`config.mk`:
```
export PLATFORM = sky130hd
export DESIGN_NAME = qau_front
export DESIGN_NICKNAME = d
export VERILOG_FILES = /design/src/rtl/assert_macros.svh /design/src/rtl/qau_pkg.sv /design/src/rtl/qau_front.sv
export SDC_FILE = /design/constraint.sdc
export NUM_CORES = 1
export LEC_CHECK = 0
export BUFFER_PORTS_ARGS = -buffer_cell sky130_fd_sc_hd__buf_4
export CAP_MARGIN = 20
export CORE_AREA = 5 5 227 229
export DETAILED_ROUTE_END_ITERATION = 7
export DIE_AREA = 0 0 232 234
export GPL_TIMING_DRIVEN = 0
export SLEW_MARGIN = 30
export SYNTH_ARGS = -nofsm -noshare
export SYNTH_HDL_FRONTEND = slang
export SYNTH_SLANG_ARGS = --single-unit
```
`constraint.sdc`:
```
create_clock -name vclk -period 1.4
set_clock_uncertainty 0.2 [all_clocks]
set_input_delay 0.14 -clock vclk [all_inputs]
set_output_delay 0.14 -clock vclk [all_outputs]
set_load 0.02 [all_outputs]
```
`src/rtl/assert_macros.svh`:
```
// assertion helpers used by qau_queue
// no dependencies; each macro expands to one labeled concurrent assertion
`ifndef ASSERT_MACROS_SVH
`define ASSERT_MACROS_SVH

// same-cycle implication
`define ASSERT_IMPLY(label, clk, rst, ante, cons, msg) \
  label: assert property (@(posedge clk) disable iff (rst) (ante) |-> (cons)) \
    else $error(msg);

// next-cycle implication
`define ASSERT_NEXT(label, clk, rst, ante, cons, msg) \
  label: assert property (@(posedge clk) disable iff (rst) (ante) |=> (cons)) \
    else $error(msg);

`endif

```
`src/rtl/qau_pkg.sv`:
```
// shared types for the quaternion arithmetic unit
// no dependencies
package qau_pkg;

  // operation codes as carried on the kind port
  typedef enum logic [2:0] {
    KIND_ADD   = 3'd0,
    KIND_SUB   = 3'd1,
    KIND_MUL   = 3'd2,
    KIND_QDIV  = 3'd3,
    KIND_CONJ  = 3'd4,
    KIND_SCALE = 3'd5,
    KIND_SDIV  = 3'd6,
    KIND_NONE  = 3'd7
  } kind_t;

  // classification made by the front end
  typedef struct packed {
    kind_t kind;
    logic  zero_res;   // result forced to zero
    logic  dz;         // zero scalar divisor
  } op_t;

  localparam int OP_BITS = $bits(op_t);

endpackage

```
`src/rtl/qau_front.sv`:
```
// front end: accepts a command and classifies it into an op_t
// depends on qau_pkg
module qau_front #(
  parameter int W = 32
) (
  input  logic                              start,
  input  logic                              full,
  input  logic [2:0]                        kind,
  input  logic [4*W-1:0]                    lhs,
  input  logic [4*W-1:0]                    rhs,
  input  logic [W-1:0]                      scalar,
  output logic                              push,
  output logic [qau_pkg::OP_BITS+9*W-1:0]   entry
);

  qau_pkg::op_t op;
  logic         sdz;

  // accept whenever the queue has room
  assign push = start && !full;

  // decode kind and catch a zero scalar divisor early
  always_comb begin
    op.kind     = qau_pkg::kind_t'(kind);
    sdz         = (op.kind == qau_pkg::KIND_SDIV) && (scalar == '0);
    op.dz       = sdz;
    op.zero_res = sdz || (op.kind == qau_pkg::KIND_NONE);
  end

  assign entry = {op, scalar, rhs, lhs};

endmodule

```
==> impl_metrics.py, run 1 <==
metrics = {
    "placement": {
        "gp_congestion": 0.789,
        "dp_hpwl_um": 18600,
        "port_buffers": 331,
    },
    "pwr": {
        "p_switching_uw": 983,
        "internal-power_mw": 1.12,
        "p_comb_share_pct": 100.0,
        "p_per_area_nw_per_um2": 366,
        "seqPwrFrac_pct": 0,
        "sw_frac_of_total_pct": 46.7,
        "max-vdd-ir-drop_mv": 0.106,
        "p_leak_nw": 3.03,
        "p_clk_share_pct": 0,
    },
    "yosys": {
        "syn_inst": 308,
        "synth_nets": 601,
        "synth_top_area_cell": "buf_4",
        "synth_warnings": 0,
        "synth_cell_types": 9,
        "synth_area_leaders": "buf_4 96%, nor4_1 1.6%, nand4_1 0.55%",
        "syn_avg_cell_area_um2": 7.44,
        "synthesis.area_um2": 2290,
        "synthTopCellsByCount": "292 x buf_4, 6 x nor4_1, 2 x nand3_1, 2 x nand4_1, 2 x nor3_1",
        "synth.most_common_cell": "buf_4",
        "synth_top_area_share_pct": 95.6,
        "seq_area_frac_synth_pct": 0,
    },
    "finish": {
        "syn2layout_area_growth_pct": 151,
        "ff_latch_area_um2": 0,
        "final_layout_size_suffix_gt1_share_pct": 99.1,
        "nClkBuffers": 0,
        "final_nets": 934,
        "seq_cell_count": 0,
        "nFillCells": 5684,
    },
    "status": {
        "failed_checks": "setup timing",
        "status": "finished, violations left",
    },
    "drt": {
        "ant_nets": 0,
        "drt-total-wl_um": 19400,
        "vias_per_cell": 2.25,
        "dr_total_vias": 2954,
        "drt_iter0_drc": 35,
        "routedWlPerCell_um": 14.8,
        "drcViolationCount": 0,
        "dr.pass1.iters": 4,
    },
    "die": {
        "die_area_um2": 54300,
        "die_x_um": 232,
        "io_pins": 587,
        "dieHeight_um": 234,
        "floorplan.initialDensity_pct": 4.64,
        "rows": 82,
        "coreArea_um2": 49500,
    },
    "grt": {
        "grt_pass1_vias": 2981,
        "grt_use_total_pct": 5.87,
        "grt_max_degree": 4,
        "grt_overflow": 0,
        "grt_pass1_wl_um": 22600,
        "antenna_found_initial": 3,
    },
    "sta": {
        "fmax_mhz": 650,
        "fin_setup_tns_ps": -258,
        "finalHoldViolations": 0,
        "worst_pin_slew_ps": 264,
        "min_period_over_period_pct": 110,
        "whs_ps": 277,
        "min_period_ps": 1540,
        "drv_slew": 0,
        "slew_headroom_pct": 82.3,
        "rsz0062_at_grt": "yes",
        "timing.final.ws_setup_ps": -139,
        "finalSetupViolCount": 2,
    },
    "setup_path": {
        "worstPathMaxFanout": 2,
        "critical-path-top-delay-family": "simple AND/OR/NAND/NOR gates",
        "path_depth": 6,
        "worst_path_max_delay_cell": "nor4_4",
        "critPathKind": "in -> out",
        "critPathMaxStageDelay_ps": 270,
        "start_kind": "input port",
        "crit_arrival_ps": 1200,
        "end_kind": "output pin",
        "worstPathBufferInverterCount": 3,
        "cp.required_ps": 1060,
        "worstPathCellList": "buf_8 -> nor4_4 -> nand4_1 -> nor3_2 -> buf_4 -> buf_6",
    },
    "cts": {
        "cts_setup_buffers": 0,
    },
    "worst_hold_path": {
        "hold_path.class": "in -> out",
        "hold_depth": 2,
    },
    "job": {
        "drv_cap": 0,
    },
}
[final timing paths]
check	endpoint	startpoint	slack [ps]
hold / removal	entry[113]	lhs[113]	280
setup / recovery	entry[288]	scalar[24]	-140
[routing by layer]
metal | GRT usage [%] | vias to the layer above | routed length, µm
li1 | - | 1321 | -
met1 | 4.38 | 1269 | 4720
met2 | 13.4 | 347 | 11400
met3 | 2.41 | 15 | 2790
met4 | 0.905 | 2 | 459
met5 | 0 | - | 13
[cells in the final DEF (no fill, tap or decap), drive strengths merged]
cell and n:
nor4 7, nand4 2, nor2b 1, o31ai 1, nor3 2, nand3 2, nor2 1, buf 623
diode 2
[through the flow]
| stage | worst slack (ps) | area, µm² | power (mW) | util, % | cells |
|---|---|---|---|---|---|
| final | -139 | 5750 | 2.11 | 11.6 | 1313 |
| after global routing | -198 | 5750 | 2.21 | 11.6 | 1311 |
| after CTS | -149 | 5720 | 2.12 | 11.6 | 1311 |
| after detailed placement | -291 | 5620 | 2.10 | 11.4 | 1311 |
| after global placement | -324 | 5620 | 2.10 | 11.4 | 1311 |
| after floorplan | 61.1 | 2300 | 1.23 | - | 308 |
[layout make-up]
type | count | area, µm² | area share [%]
antenna | 2 | 5.00 | 0.0870
buffer | 292 | 2190 | 38.1
multi-input combinational | 16 | 196 | 3.41
tap | 672 | 841 | 14.6
timing repair buffer | 331 | 2520 | 43.8
[repair_timing]
item / 4_1_cts / 5_1_grt
setup endpoints to repair: 2 / 2
hold buffers: 0 / 0
gates resized for setup: 16 / 6
pin swaps: 7 / 2
[kinds of logic (layout without fill, tap and decap cells)]
logic type / count (synthesis) / in the layout / share of synthesized area [%]
other: 0 / 2 / 0
buffers and inverters: 292 / 623 / 95.6
and+or+nand+nor: 15 / 15 / 4.04
AOI/OAI and AO/OA: 1 / 1 / 0.328
[power groups by stage]
stage          registers (mW)  clock network, mW  logic (mW)
3_3_place_gp                0                  0        2.10
3_5_place_dp                0                  0        2.10
4_1_cts                     0                  0        2.12
2_1_floorplan               0                  0        1.23
6_report                    0        0.000000193        2.11
5_1_grt                     0                  0        2.21
(Power assumes the default switching activity.)
==> inputs of run 2 (changes only) <==
==> constraint.sdc (replaced) <==
create_clock -name vclk -period 1.4
set_clock_uncertainty 0.2 [all_clocks]
set_input_delay 0.07 -clock vclk [all_inputs]
set_output_delay 0.07 -clock vclk [all_outputs]
set_load 0.02 [all_outputs]
==> impl_metrics.py, run 2 (synthesis results as in run 1) <==
metrics = {
    "setup_path": {
        "worstPathCellList": "buf_6 -> nor4_4 -> nand4_1 -> nor3_2 -> buf_4",
        "worstPathBufferInverterCount": 2,
        "worstPathMaxFanout": 2,
        "critPathMaxStageDelay_ps": 290,
        "start_kind": "input port",
        "crit_arrival_ps": 1150,
        "crit_start": "scalar[15]",
        "end_kind": "output pin",
        "critPathKind": "in -> out",
        "critical-path-top-delay-family": "simple AND/OR/NAND/NOR gates",
        "cp.required_ps": 1130,
        "worst_path_max_delay_cell": "nor4_4",
    },
    "grt": {
        "grt_max_degree": 4,
        "antenna_found_initial": 5,
        "grt_pass1_vias": 3038,
        "grt_pass1_wl_um": 22100,
        "grt_overflow": 0,
        "grt_use_total_pct": 5.68,
    },
    "finish": {
        "final_nets": 933,
        "ff_latch_area_um2": 0,
        "seq_cell_count": 0,
        "syn2layout_area_growth_pct": 151,
        "layout_commonest_cell": "buf_4",
        "final_layout_size_suffix_gt1_share_pct": 98.9,
        "nFillCells": 5679,
        "layout_common_cells": "616 x buf_4, 5 x nor4_4, 5 x buf_6",
        "multi_input_area_um2": 199,
        "nClkBuffers": 0,
    },
    "pwr": {
        "max-vdd-ir-drop_mv": 0.102,
        "power_mw": 2.10,
        "p_per_area_nw_per_um2": 366,
        "p_leak_nw": 3.02,
    },
    "die": {
        "die_x_um": 232,
        "dieHeight_um": 234,
        "io_pins": 587,
        "coreArea_um2": 49500,
        "die_area_um2": 54300,
        "rows": 82,
        "floorplan.initialDensity_pct": 4.64,
    },
    "status": {
        "failed_checks": "setup timing",
        "status": "finished, violations left",
    },
    "drt": {
        "dr_total_vias": 2952,
        "drt_iter0_drc": 34,
        "drt-total-wl_um": 18800,
        "ant_nets": 0,
        "drcViolationCount": 0,
        "vias_per_cell": 2.25,
        "dr.pass1.iters": 4,
        "routedWlPerCell_um": 14.3,
    },
    "worst_hold_path": {
        "hold_path.class": "in -> out",
        "hold_start": "rhs[121]",
    },
    "placement": {
        "port_buffers": 331,
        "gp_congestion": 0.808,
        "dp_hpwl_um": 18000,
    },
    "sta": {
        "timing.final.ws_setup_ps": -22.3,
        "min_period_over_period_pct": 102,
        "worst_pin_slew_ps": 242,
        "drv_slew": 0,
        "finalHoldViolations": 0,
        "whs_ps": 137,
        "fmax_mhz": 703,
        "finalSetupViolCount": 1,
        "rsz0062_at_grt": "yes",
        "fin_setup_tns_ps": -22.3,
        "min_period_ps": 1420,
        "slew_headroom_pct": 83.7,
    },
    "job": {
        "drv_cap": 0,
    },
    "cts": {
        "hold_buffers": 0,
    },
}
-- run 2: cell types whose count changed in the layout (fill, tap and decap cells not counted), sizes merged --
cell	delta
buf	-1
diode	+1
-- run 2: power by group --
group | total, mW | switching (mW) | internal, mW | leakage, nW
clock | 0.000000292 | 0 | 0.000000292 | 0.0000190
sequential | 0 | 0 | 0 | 0
combinational | 2.10 | 0.981 | 1.12 | 3.02
-- run 2: final cells by class --
class / instances / share of cell area [%]
Timing Repair Buffer: 331 / 43.7
Antenna cell: 3 / 0.131
Multi-Input combinational cell: 16 / 3.46
Tap cell: 672 / 14.6
Buffer: 291 / 38.0
-- run 2: worst paths after layout --
kind,to,cells past startpoint
worst min-delay path,entry[249],2
worst max-delay path,entry[288],5
-- run 2: per-layer routing --
| metal | track usage, % | wire (µm) | up-vias |
|---|---|---|---|
| li1 | - | - | 1320 |
| met1 | 4.18 | 4450 | 1251 |
| met2 | 12.7 | 11100 | 357 |
| met3 | 2.23 | 2650 | 22 |
| met4 | 1.72 | 570 | 2 |
| met5 | 0 | 13 | - |
-- run 2: stage by stage --
| step | setup WS [ps] | util, % | cells | instance area [µm²] |
|---|---|---|---|---|
| CTS | 0.781 | 11.5 | 1310 | 5710 |
| global route | -14.9 | 11.6 | 1313 | 5740 |
| finish | -22.3 | 11.6 | 1313 | 5740 |
| floorplan | 71.4 | - | 308 | 2290 |
| detailed placement | -274 | 11.4 | 1311 | 5620 |
| global placement | -261 | 11.4 | 1311 | 5620 |
-- run 2: repair_timing --
action                                  4_1_cts  5_1_grt
resized for setup                            17        4
endpoints found under the hold margin         0        0
endpoints found under the setup margin        2        2
setup buffers                                 0        0
pin swaps                                     7        2
