<file path="src/rtl/assert_macros.svh">
// assertion helpers used by qau_queue
// no dependencies; each macro expands to one labeled concurrent assertion
`ifndef ASSERT_MACROS_SVH
`define ASSERT_MACROS_SVH

// same-cycle implication
`define ASSERT_IMPLY(label, clk, rst, ante, cons, msg) \
  label: assert property (@(posedge clk) disable iff (rst) (ante) |-> (cons)) \
    else $error(msg);

// next-cycle implication
`define ASSERT_NEXT(label, clk, rst, ante, cons, msg) \
  label: assert property (@(posedge clk) disable iff (rst) (ante) |=> (cons)) \
    else $error(msg);

`endif

</file>
<file path="src/rtl/qau_queue.sv">
// short fifo between front and back end
// depends on assert_macros.svh
`include "assert_macros.svh"

module qau_queue #(
  parameter int WIDTH = 8,
  parameter int DEPTH = 2
) (
  input  logic             clk,
  input  logic             rst,
  input  logic             push,
  input  logic [WIDTH-1:0] din,
  input  logic             pop,
  output logic [WIDTH-1:0] dout,
  output logic             empty,
  output logic             full
);

  localparam int PW = $clog2(DEPTH);
  localparam int CW = $clog2(DEPTH + 1);

  logic [WIDTH-1:0] mem [DEPTH];
  logic [PW-1:0]    wptr, rptr;
  logic [CW-1:0]    count;

  assign empty = (count == '0);
  assign full  = (count == CW'(DEPTH));
  assign dout  = mem[rptr];

  // storage
  always_ff @(posedge clk) begin
    if (push) begin
      mem[wptr] <= din;
    end
  end

  // pointers and fill count
  always_ff @(posedge clk) begin
    if (rst) begin
      wptr  <= '0;
      rptr  <= '0;
      count <= '0;
    end else begin
      if (push) begin
        wptr <= (wptr == PW'(DEPTH - 1)) ? '0 : wptr + 1'b1;
      end
      if (pop) begin
        rptr <= (rptr == PW'(DEPTH - 1)) ? '0 : rptr + 1'b1;
      end
      if (push && !pop) begin
        count <= count + 1'b1;
      end else if (!push && pop) begin
        count <= count - 1'b1;
      end
    end
  end

  `ASSERT_IMPLY(q_no_overrun, clk, rst, push && !pop, !full, "push into full queue")
  `ASSERT_IMPLY(q_no_underrun, clk, rst, pop, !empty, "pop from empty queue")
  `ASSERT_NEXT(q_fill_step, clk, rst, push && !pop, count == $past(count) + 1'b1, "fill count lost a transfer")

endmodule

</file>
<file path="config.mk">
export PLATFORM = sky130hd
export DESIGN_NAME = qau_queue
export DESIGN_NICKNAME = d
export VERILOG_FILES = /design/src/rtl/qau_queue.sv
export VERILOG_INCLUDE_DIRS = /design/src /design/src/rtl
export SDC_FILE = /design/constraint.sdc
export NUM_CORES = 1
export LEC_CHECK = 0
export ABC_CLOCK_PERIOD_IN_PS = 1500
export BUFFER_PORTS_ARGS = -buffer_cell sky130_fd_sc_hd__buf_2
export CORE_ASPECT_RATIO = 1.25
export CORE_MARGIN = 1
export CORE_UTILIZATION = 45
export CTS_BUF_LIST = sky130_fd_sc_hd__clkbuf_8
export DETAILED_ROUTE_END_ITERATION = 10
export HOLD_SLACK_MARGIN = 0.12
export PLACE_DENSITY = 0.67
export SETUP_SLACK_MARGIN = 0.5
export SLEW_MARGIN = 15
export SYNTH_ARGS = -nofsm -noshare
export SYNTH_HDL_FRONTEND = slang
export SYNTH_SLANG_ARGS = --single-unit
</file>
<file path="constraint.sdc">
create_clock -name clk -period 1.5 [get_ports clk]
set_input_delay 0.3 -clock clk [delete_from_list [all_inputs] [get_ports clk]]
set_output_delay 0.3 -clock clk [all_outputs]
set_load 0.01 [all_outputs]
</file>
==> impl_metrics.toml, run 1 <==
[status]
outcome = "completed"

[yosys]
synth_top_area_cell = "edfxtp_1"
synth_seq_area_share_pct = 74.1
avgSynthCellArea_sq_um = 16.7
ys_ff_latch = 21
postSynthCellCount = 47
syn_area_sq_um = 783
synthDistinctLibCells = 15
synth_top_area_share_pct = 61.3
synth.area.top_cells = "edfxtp_1, dfxtp_1, mux2_2"
synth_nets = 60
yosys_warnings = 0

[routing]
via_per_inst = 4.89
drcViolationCount = 0
maxUsedRoutingLayer = "met4"
wl_met3_um = 35
via_count = 445
wl_met2_um = 643
drt_iter0_drc = 5
drt-total-wl_um = 1170
wl_per_cell_um = 12.9
drtPass1Iterations = 3
ant_nets = 0
met1_length_um = 485

[final_layout]
register_area_sq_um = 587
fin_util_pct = 68.8
design_area_sq_um = 1100
nets = 87
multi_input_area_sq_um = 258
nFillCells = 121
area.growth.synth_to_final_pct = 40.7
layout-drive-gt1-share_pct = 58.9
antennaDiodeCount = 0

[clock_tree]
clk_pin_slew_ps = 60
clock-sinks = 21
clk_latency_ps = 250
cts-hold-fix-buffers = 0
cts_buffers = 3
cts_tree = "built"
cts_buffer_depth = 2
clock-root-buffer = "clkbuf_8"
htree_levels = 1

[worst_hold_path]
hold_path_depth = 1
hold_start = "din[5]"
hp-class = "input pin to flip-flop"
min_to = "mem[1][5]"

[placed_design]
dp_slack_ps = 256
place_area_sq_um = 941
portBuffers = 21
gp_congestion = 0.711
dp_hpwl_um = 779

[timing]
setup_tns_ps = 0
finalSetupViolCount = 0
max-slew-margin-rel_pct = 84.3
rsz0062_at_grt = "yes"
drv_slew = 0
finalHoldViolations = 0
fin_crit_ps = 1430
fin_skew_ps = 3.84
post-route-period-util_pct = 95.5
worstMarginPinSlew_ps = 235
worst_slack_ps = 67.5
fmax_mhz = 698

[setup_path]
r2r_end = "count[1]"
crit_fanout = 8
end_kind = "output pin"
max_stage_delay_ps = 440
r2r_start = "count[0]"
path_class = "flip-flop to output pin"
reg2reg_depth = 4
crit_slowest_cell = "dfxtp_4"
rrSetupSlack_ps = 410
critPathArrivalTime_ps = 1130
required_ps = 1200
start_kind = "flip-flop"
worstPathCellList = "mux2_4 > buf_6"

[floorplanning]
rows = 16
fp.coreArea_sq_um = 1600
io_pins = 22
die_h_um = 48.6
die_w_um = 39.3
initial_core_util_pct = 48.9
die_area_sq_um = 1910

[global_routing]
grt-ovfl-total = 0
grt_pass1_vias = 425
grt_max_degree = 12
grt_pass1_wl_um = 1930
grt.total_usage_pct = 15.1
antenna_found_initial = 0

[pwr]
switchingPower_mw = 0.277
seqPwrFrac_pct = 54.9
p_int_mw = 1.01
vdd_drop_max_v = 0.000816
p_per_area_nw_per_um2 = 1170
pwr-share-comb_pct = 19.0
pwr-share-clk_pct = 26.1
p_leak_nw = 0.456
swShare_pct = 21.6

[job]
drv_cap = 0
==> stage by stage <==
step                      hold WS [ps]  std cells  power [mW]
after global placement             488         85       0.875
after detailed placement           492         85       0.879
after CTS                          234         91        1.28
final                              242         91        1.29
after global routing               229         91        1.35
after floorplan                    365         47       0.820
==> registers in the layout (all words and copies together), names as in the netlist, named ones only <==
register,flops
mem,16
rptr,1
count,2
wptr,1
==> Yosys cell counts <==
master,count
dfxtp_1,5
inv_1,1
mux2_2,8
ha_1,1
xor2_1,2
and2_1,1
edfxtp_1,16
or3_1,1
nor2_1,5
o21ai_0,1
buf_2,1
a21oi_1,1
xnor2_1,2
nor2b_1,1
and2b_2,1
==> cells in the final DEF, fill, tap and decap left out, types with 2 or more instances in the layout <==
cell / count
xnor2_1: 2
xor2_1: 2
dfxtp_1: 2
mux2_4: 8
buf_6: 11
buf_2: 11
clkbuf_8: 3
inv_1: 2
nor2_1: 4
dfxtp_2: 2
edfxtp_1: 16
==> kinds of logic (layout without fill, tap and decap cells) <==
group | count (synthesis) | in the layout | synth area share (%)
buf+inv | 2 | 28 | 1.12
fa+ha+maj | 1 | 1 | 1.60
simple gates | 9 | 9 | 5.91
compound gates | 2 | 2 | 1.28
flops | 21 | 21 | 74.1
xor+xnor | 4 | 4 | 4.47
mux | 8 | 8 | 11.5
==> worst max-delay path, delay by kind of cell (launching register included) <==
| family | cells | cell delay (ps) |
|---|---|---|
| flops | 1 | 440 |
| mux | 1 | 330 |
| buf+inv | 1 | 120 |
==> layer usage <==
layer / vias up / track usage [%]
met5: - / 0
met3: 2 / 2.75
met1: 209 / 19.0
met2: 12 / 24.4
met4: 0 / 6.90
li1: 222 / -
==> power by group through the flow <==
stage / combinational (mW) / clock, mW / sequential (mW)
finish: 0.245 / 0.336 / 0.707
global route: 0.265 / 0.373 / 0.712
CTS: 0.227 / 0.346 / 0.703
detailed placement: 0.165 / 0 / 0.714
global placement: 0.162 / 0 / 0.713
floorplan: 0.120 / 0 / 0.700
==> final cells by class <==
cell class,instances,share of cell area [%]
clock inverters,1,0.341
flip-flops and latches,21,53.2
clock buffers,3,3.75
repair buffers,23,16.9
well taps,18,2.04
multi-input cells,24,23.4
inverters,1,0.341
==> worst max-delay path by stage <==
stage                          from        to  depth (start not counted)
final                     flip-flop   dout[5]                          2
after global routing      flip-flop   dout[5]                          2
after CTS                 flip-flop   dout[5]                          2
after detailed placement  flip-flop   dout[5]                          2
after global placement    flip-flop   dout[6]                          2
after floorplan                 pop  count[1]                          5
==> repair_timing <==
action | 4_1_cts | 5_1_grt
hold endpoints to repair | 0 | 0
pin swaps | 1 | 1
endpoints found under the setup margin | 27 | 19
resized for setup | 17 | 6
buffers inserted | 2 | 0
No activity file was read; power rests on OpenSTA's default activity.
==> run 2, diff against run 1 <==
--- a/config.mk
+++ b/config.mk
@@ -14,7 +14,7 @@
 export CTS_BUF_LIST = sky130_fd_sc_hd__clkbuf_8
 export DETAILED_ROUTE_END_ITERATION = 10
 export HOLD_SLACK_MARGIN = 0.12
-export PLACE_DENSITY = 0.67
+export PLACE_DENSITY = 0.7
 export SETUP_SLACK_MARGIN = 0.5
 export SLEW_MARGIN = 15
 export SYNTH_ARGS = -nofsm -noshare
==> impl_metrics.toml, run 2 (synthesis gave the netlist of run 1 again) <==
[status]
outcome = "completed"

[floorplanning]
die_h_um = 48.6
initial_core_util_pct = 48.9
rows = 16
io_pins = 22
die_w_um = 39.3
fp.coreArea_sq_um = 1600
die_area_sq_um = 1910

[setup_path]
path_class = "flip-flop to output pin"
path_depth = 2
crit_slowest_cell = "dfxtp_4"
max_stage_delay_ps = 440
critPathArrivalTime_ps = 1140
crit_buf_inv = 1
crit_fanout = 8
reg2reg_depth = 4
end_kind = "output pin"
cp_top_family = "flip-flops"
worstPathCellList = "mux2_4 > buf_6"
required_ps = 1200
start_kind = "flip-flop"

[timing]
setup_tns_ps = 0
fin_crit_ps = 1440
fin_skew_ps = 2.94
finalSetupViolCount = 0
rsz0062_at_grt = "yes"
fmax_mhz = 695
worstMarginPinSlew_ps = 247
finalHoldViolations = 0
drv_slew = 0
whs_ps = 236
post-route-period-util_pct = 96.0
max-slew-margin-rel_pct = 83.5

[pwr]
p_per_area_nw_per_um2 = 1180
vdd_drop_max_v = 0.000845
p_leak_nw = 0.455

[placed_design]
dp.cells = 85
dp_hpwl_um = 787
portBuffers = 21
gp_congestion = 0.670

[clock_tree]
clk_pin_slew_ps = 70
clock-root-buffer = "clkbuf_8"
cts_buffers = 3
clk_latency_ps = 250
htree_levels = 1
cts_tree = "built"
clock-sinks = 21
cts_buffer_depth = 2

[global_routing]
grt_max_degree = 13
grt_pass1_vias = 434
grt-ovfl-total = 0
grt_pass1_wl_um = 1930
grt.total_usage_pct = 15.3
antenna_found_initial = 0

[final_layout]
stdcell_count = 91
layout-drive-gt1-share_pct = 60.3
area.growth.synth_to_final_pct = 40.9
nets = 87
most-common-layout-cells = "edfxtp_1, buf_2, buf_6, mux2_4, nor2_1"
largest_reg_flops = 16
final_common_cell = "edfxtp_1"
reg.largest.list = "mem x16, count x2"
antennaDiodeCount = 0
max_flop_register = "mem"
fin_util_pct = 68.9

[routing]
wl_per_cell_um = 13.0
drt_iter0_drc = 5
drcViolationCount = 0
drtPass1Iterations = 3
via_count = 453
via_per_inst = 4.98
ant_nets = 0
drt-total-wl_um = 1190

[worst_hold_path]
hp-class = "input pin to flip-flop"
hold_path_depth = 1

[job]
drv_cap = 0
[run 2: cell type report]
| class | count | area (sq um) |
|---|---|---|
| flip-flops and latches | 21 | 587 |
| clock buffers | 3 | 41.3 |
| fillers | 116 | 498 |
| multi-input cells | 24 | 258 |
| inverters | 1 | 3.75 |
| clock inverters | 1 | 5.00 |
| repair buffers | 23 | 186 |
| well taps | 18 | 22.5 |
[run 2: through the flow]
stage               power (mW)  setup WS, ps  cell area, sq um
global route              1.36          18.8              1100
floorplan                0.820           412               825
detailed placement       0.879           247               941
global placement         0.874           262               941
CTS                       1.29          55.2              1080
finish                    1.30          60.7              1100
[run 2: report_power, final]
part           leakage [nW]  total (mW)  switching, mW  internal [mW]
combinational         0.237       0.245         0.0908          0.154
clock                0.0255       0.346          0.162          0.184
sequential            0.193       0.707         0.0323          0.674
total                 0.455        1.30          0.285           1.01
[run 2: path summary, 6_finish.rpt]
check	start	endpoint	slack (ps)
worst max register to register	count[0]	count[1]	410
worst max-delay path	flip-flop	dout[7]	60
worst min register to register	rptr	flip-flop	520
worst min-delay path	din[5]	mem[1][5]	240
[run 2: worst reg2reg max path: stages, from the launching register on]
cell	delay [ps]
dfxtp_2	330
buf_6	120
xor2_1	150
or3_1	320
a21oi_2	110
[run 2: metal layers]
| layer | vias up | global-route usage, % | share of wire (%) |
|---|---|---|---|
| met1 | 214 | 19.8 | 44 |
| met4 | 0 | 8.62 | 0 |
| met2 | 15 | 23.3 | 52 |
| met5 | - | 0 | 0 |
| li1 | 224 | - | - |
| met3 | 0 | 3.21 | 4.2 |
[run 2: what timing repair did]
| action | in CTS | in global routing |
|---|---|---|
| resized for setup | 17 | 6 |
| pin swaps | 1 | 1 |
| endpoints found under the setup margin | 27 | 19 |
| setup buffers | 2 | 0 |
| hold buffers | 0 | 0 |
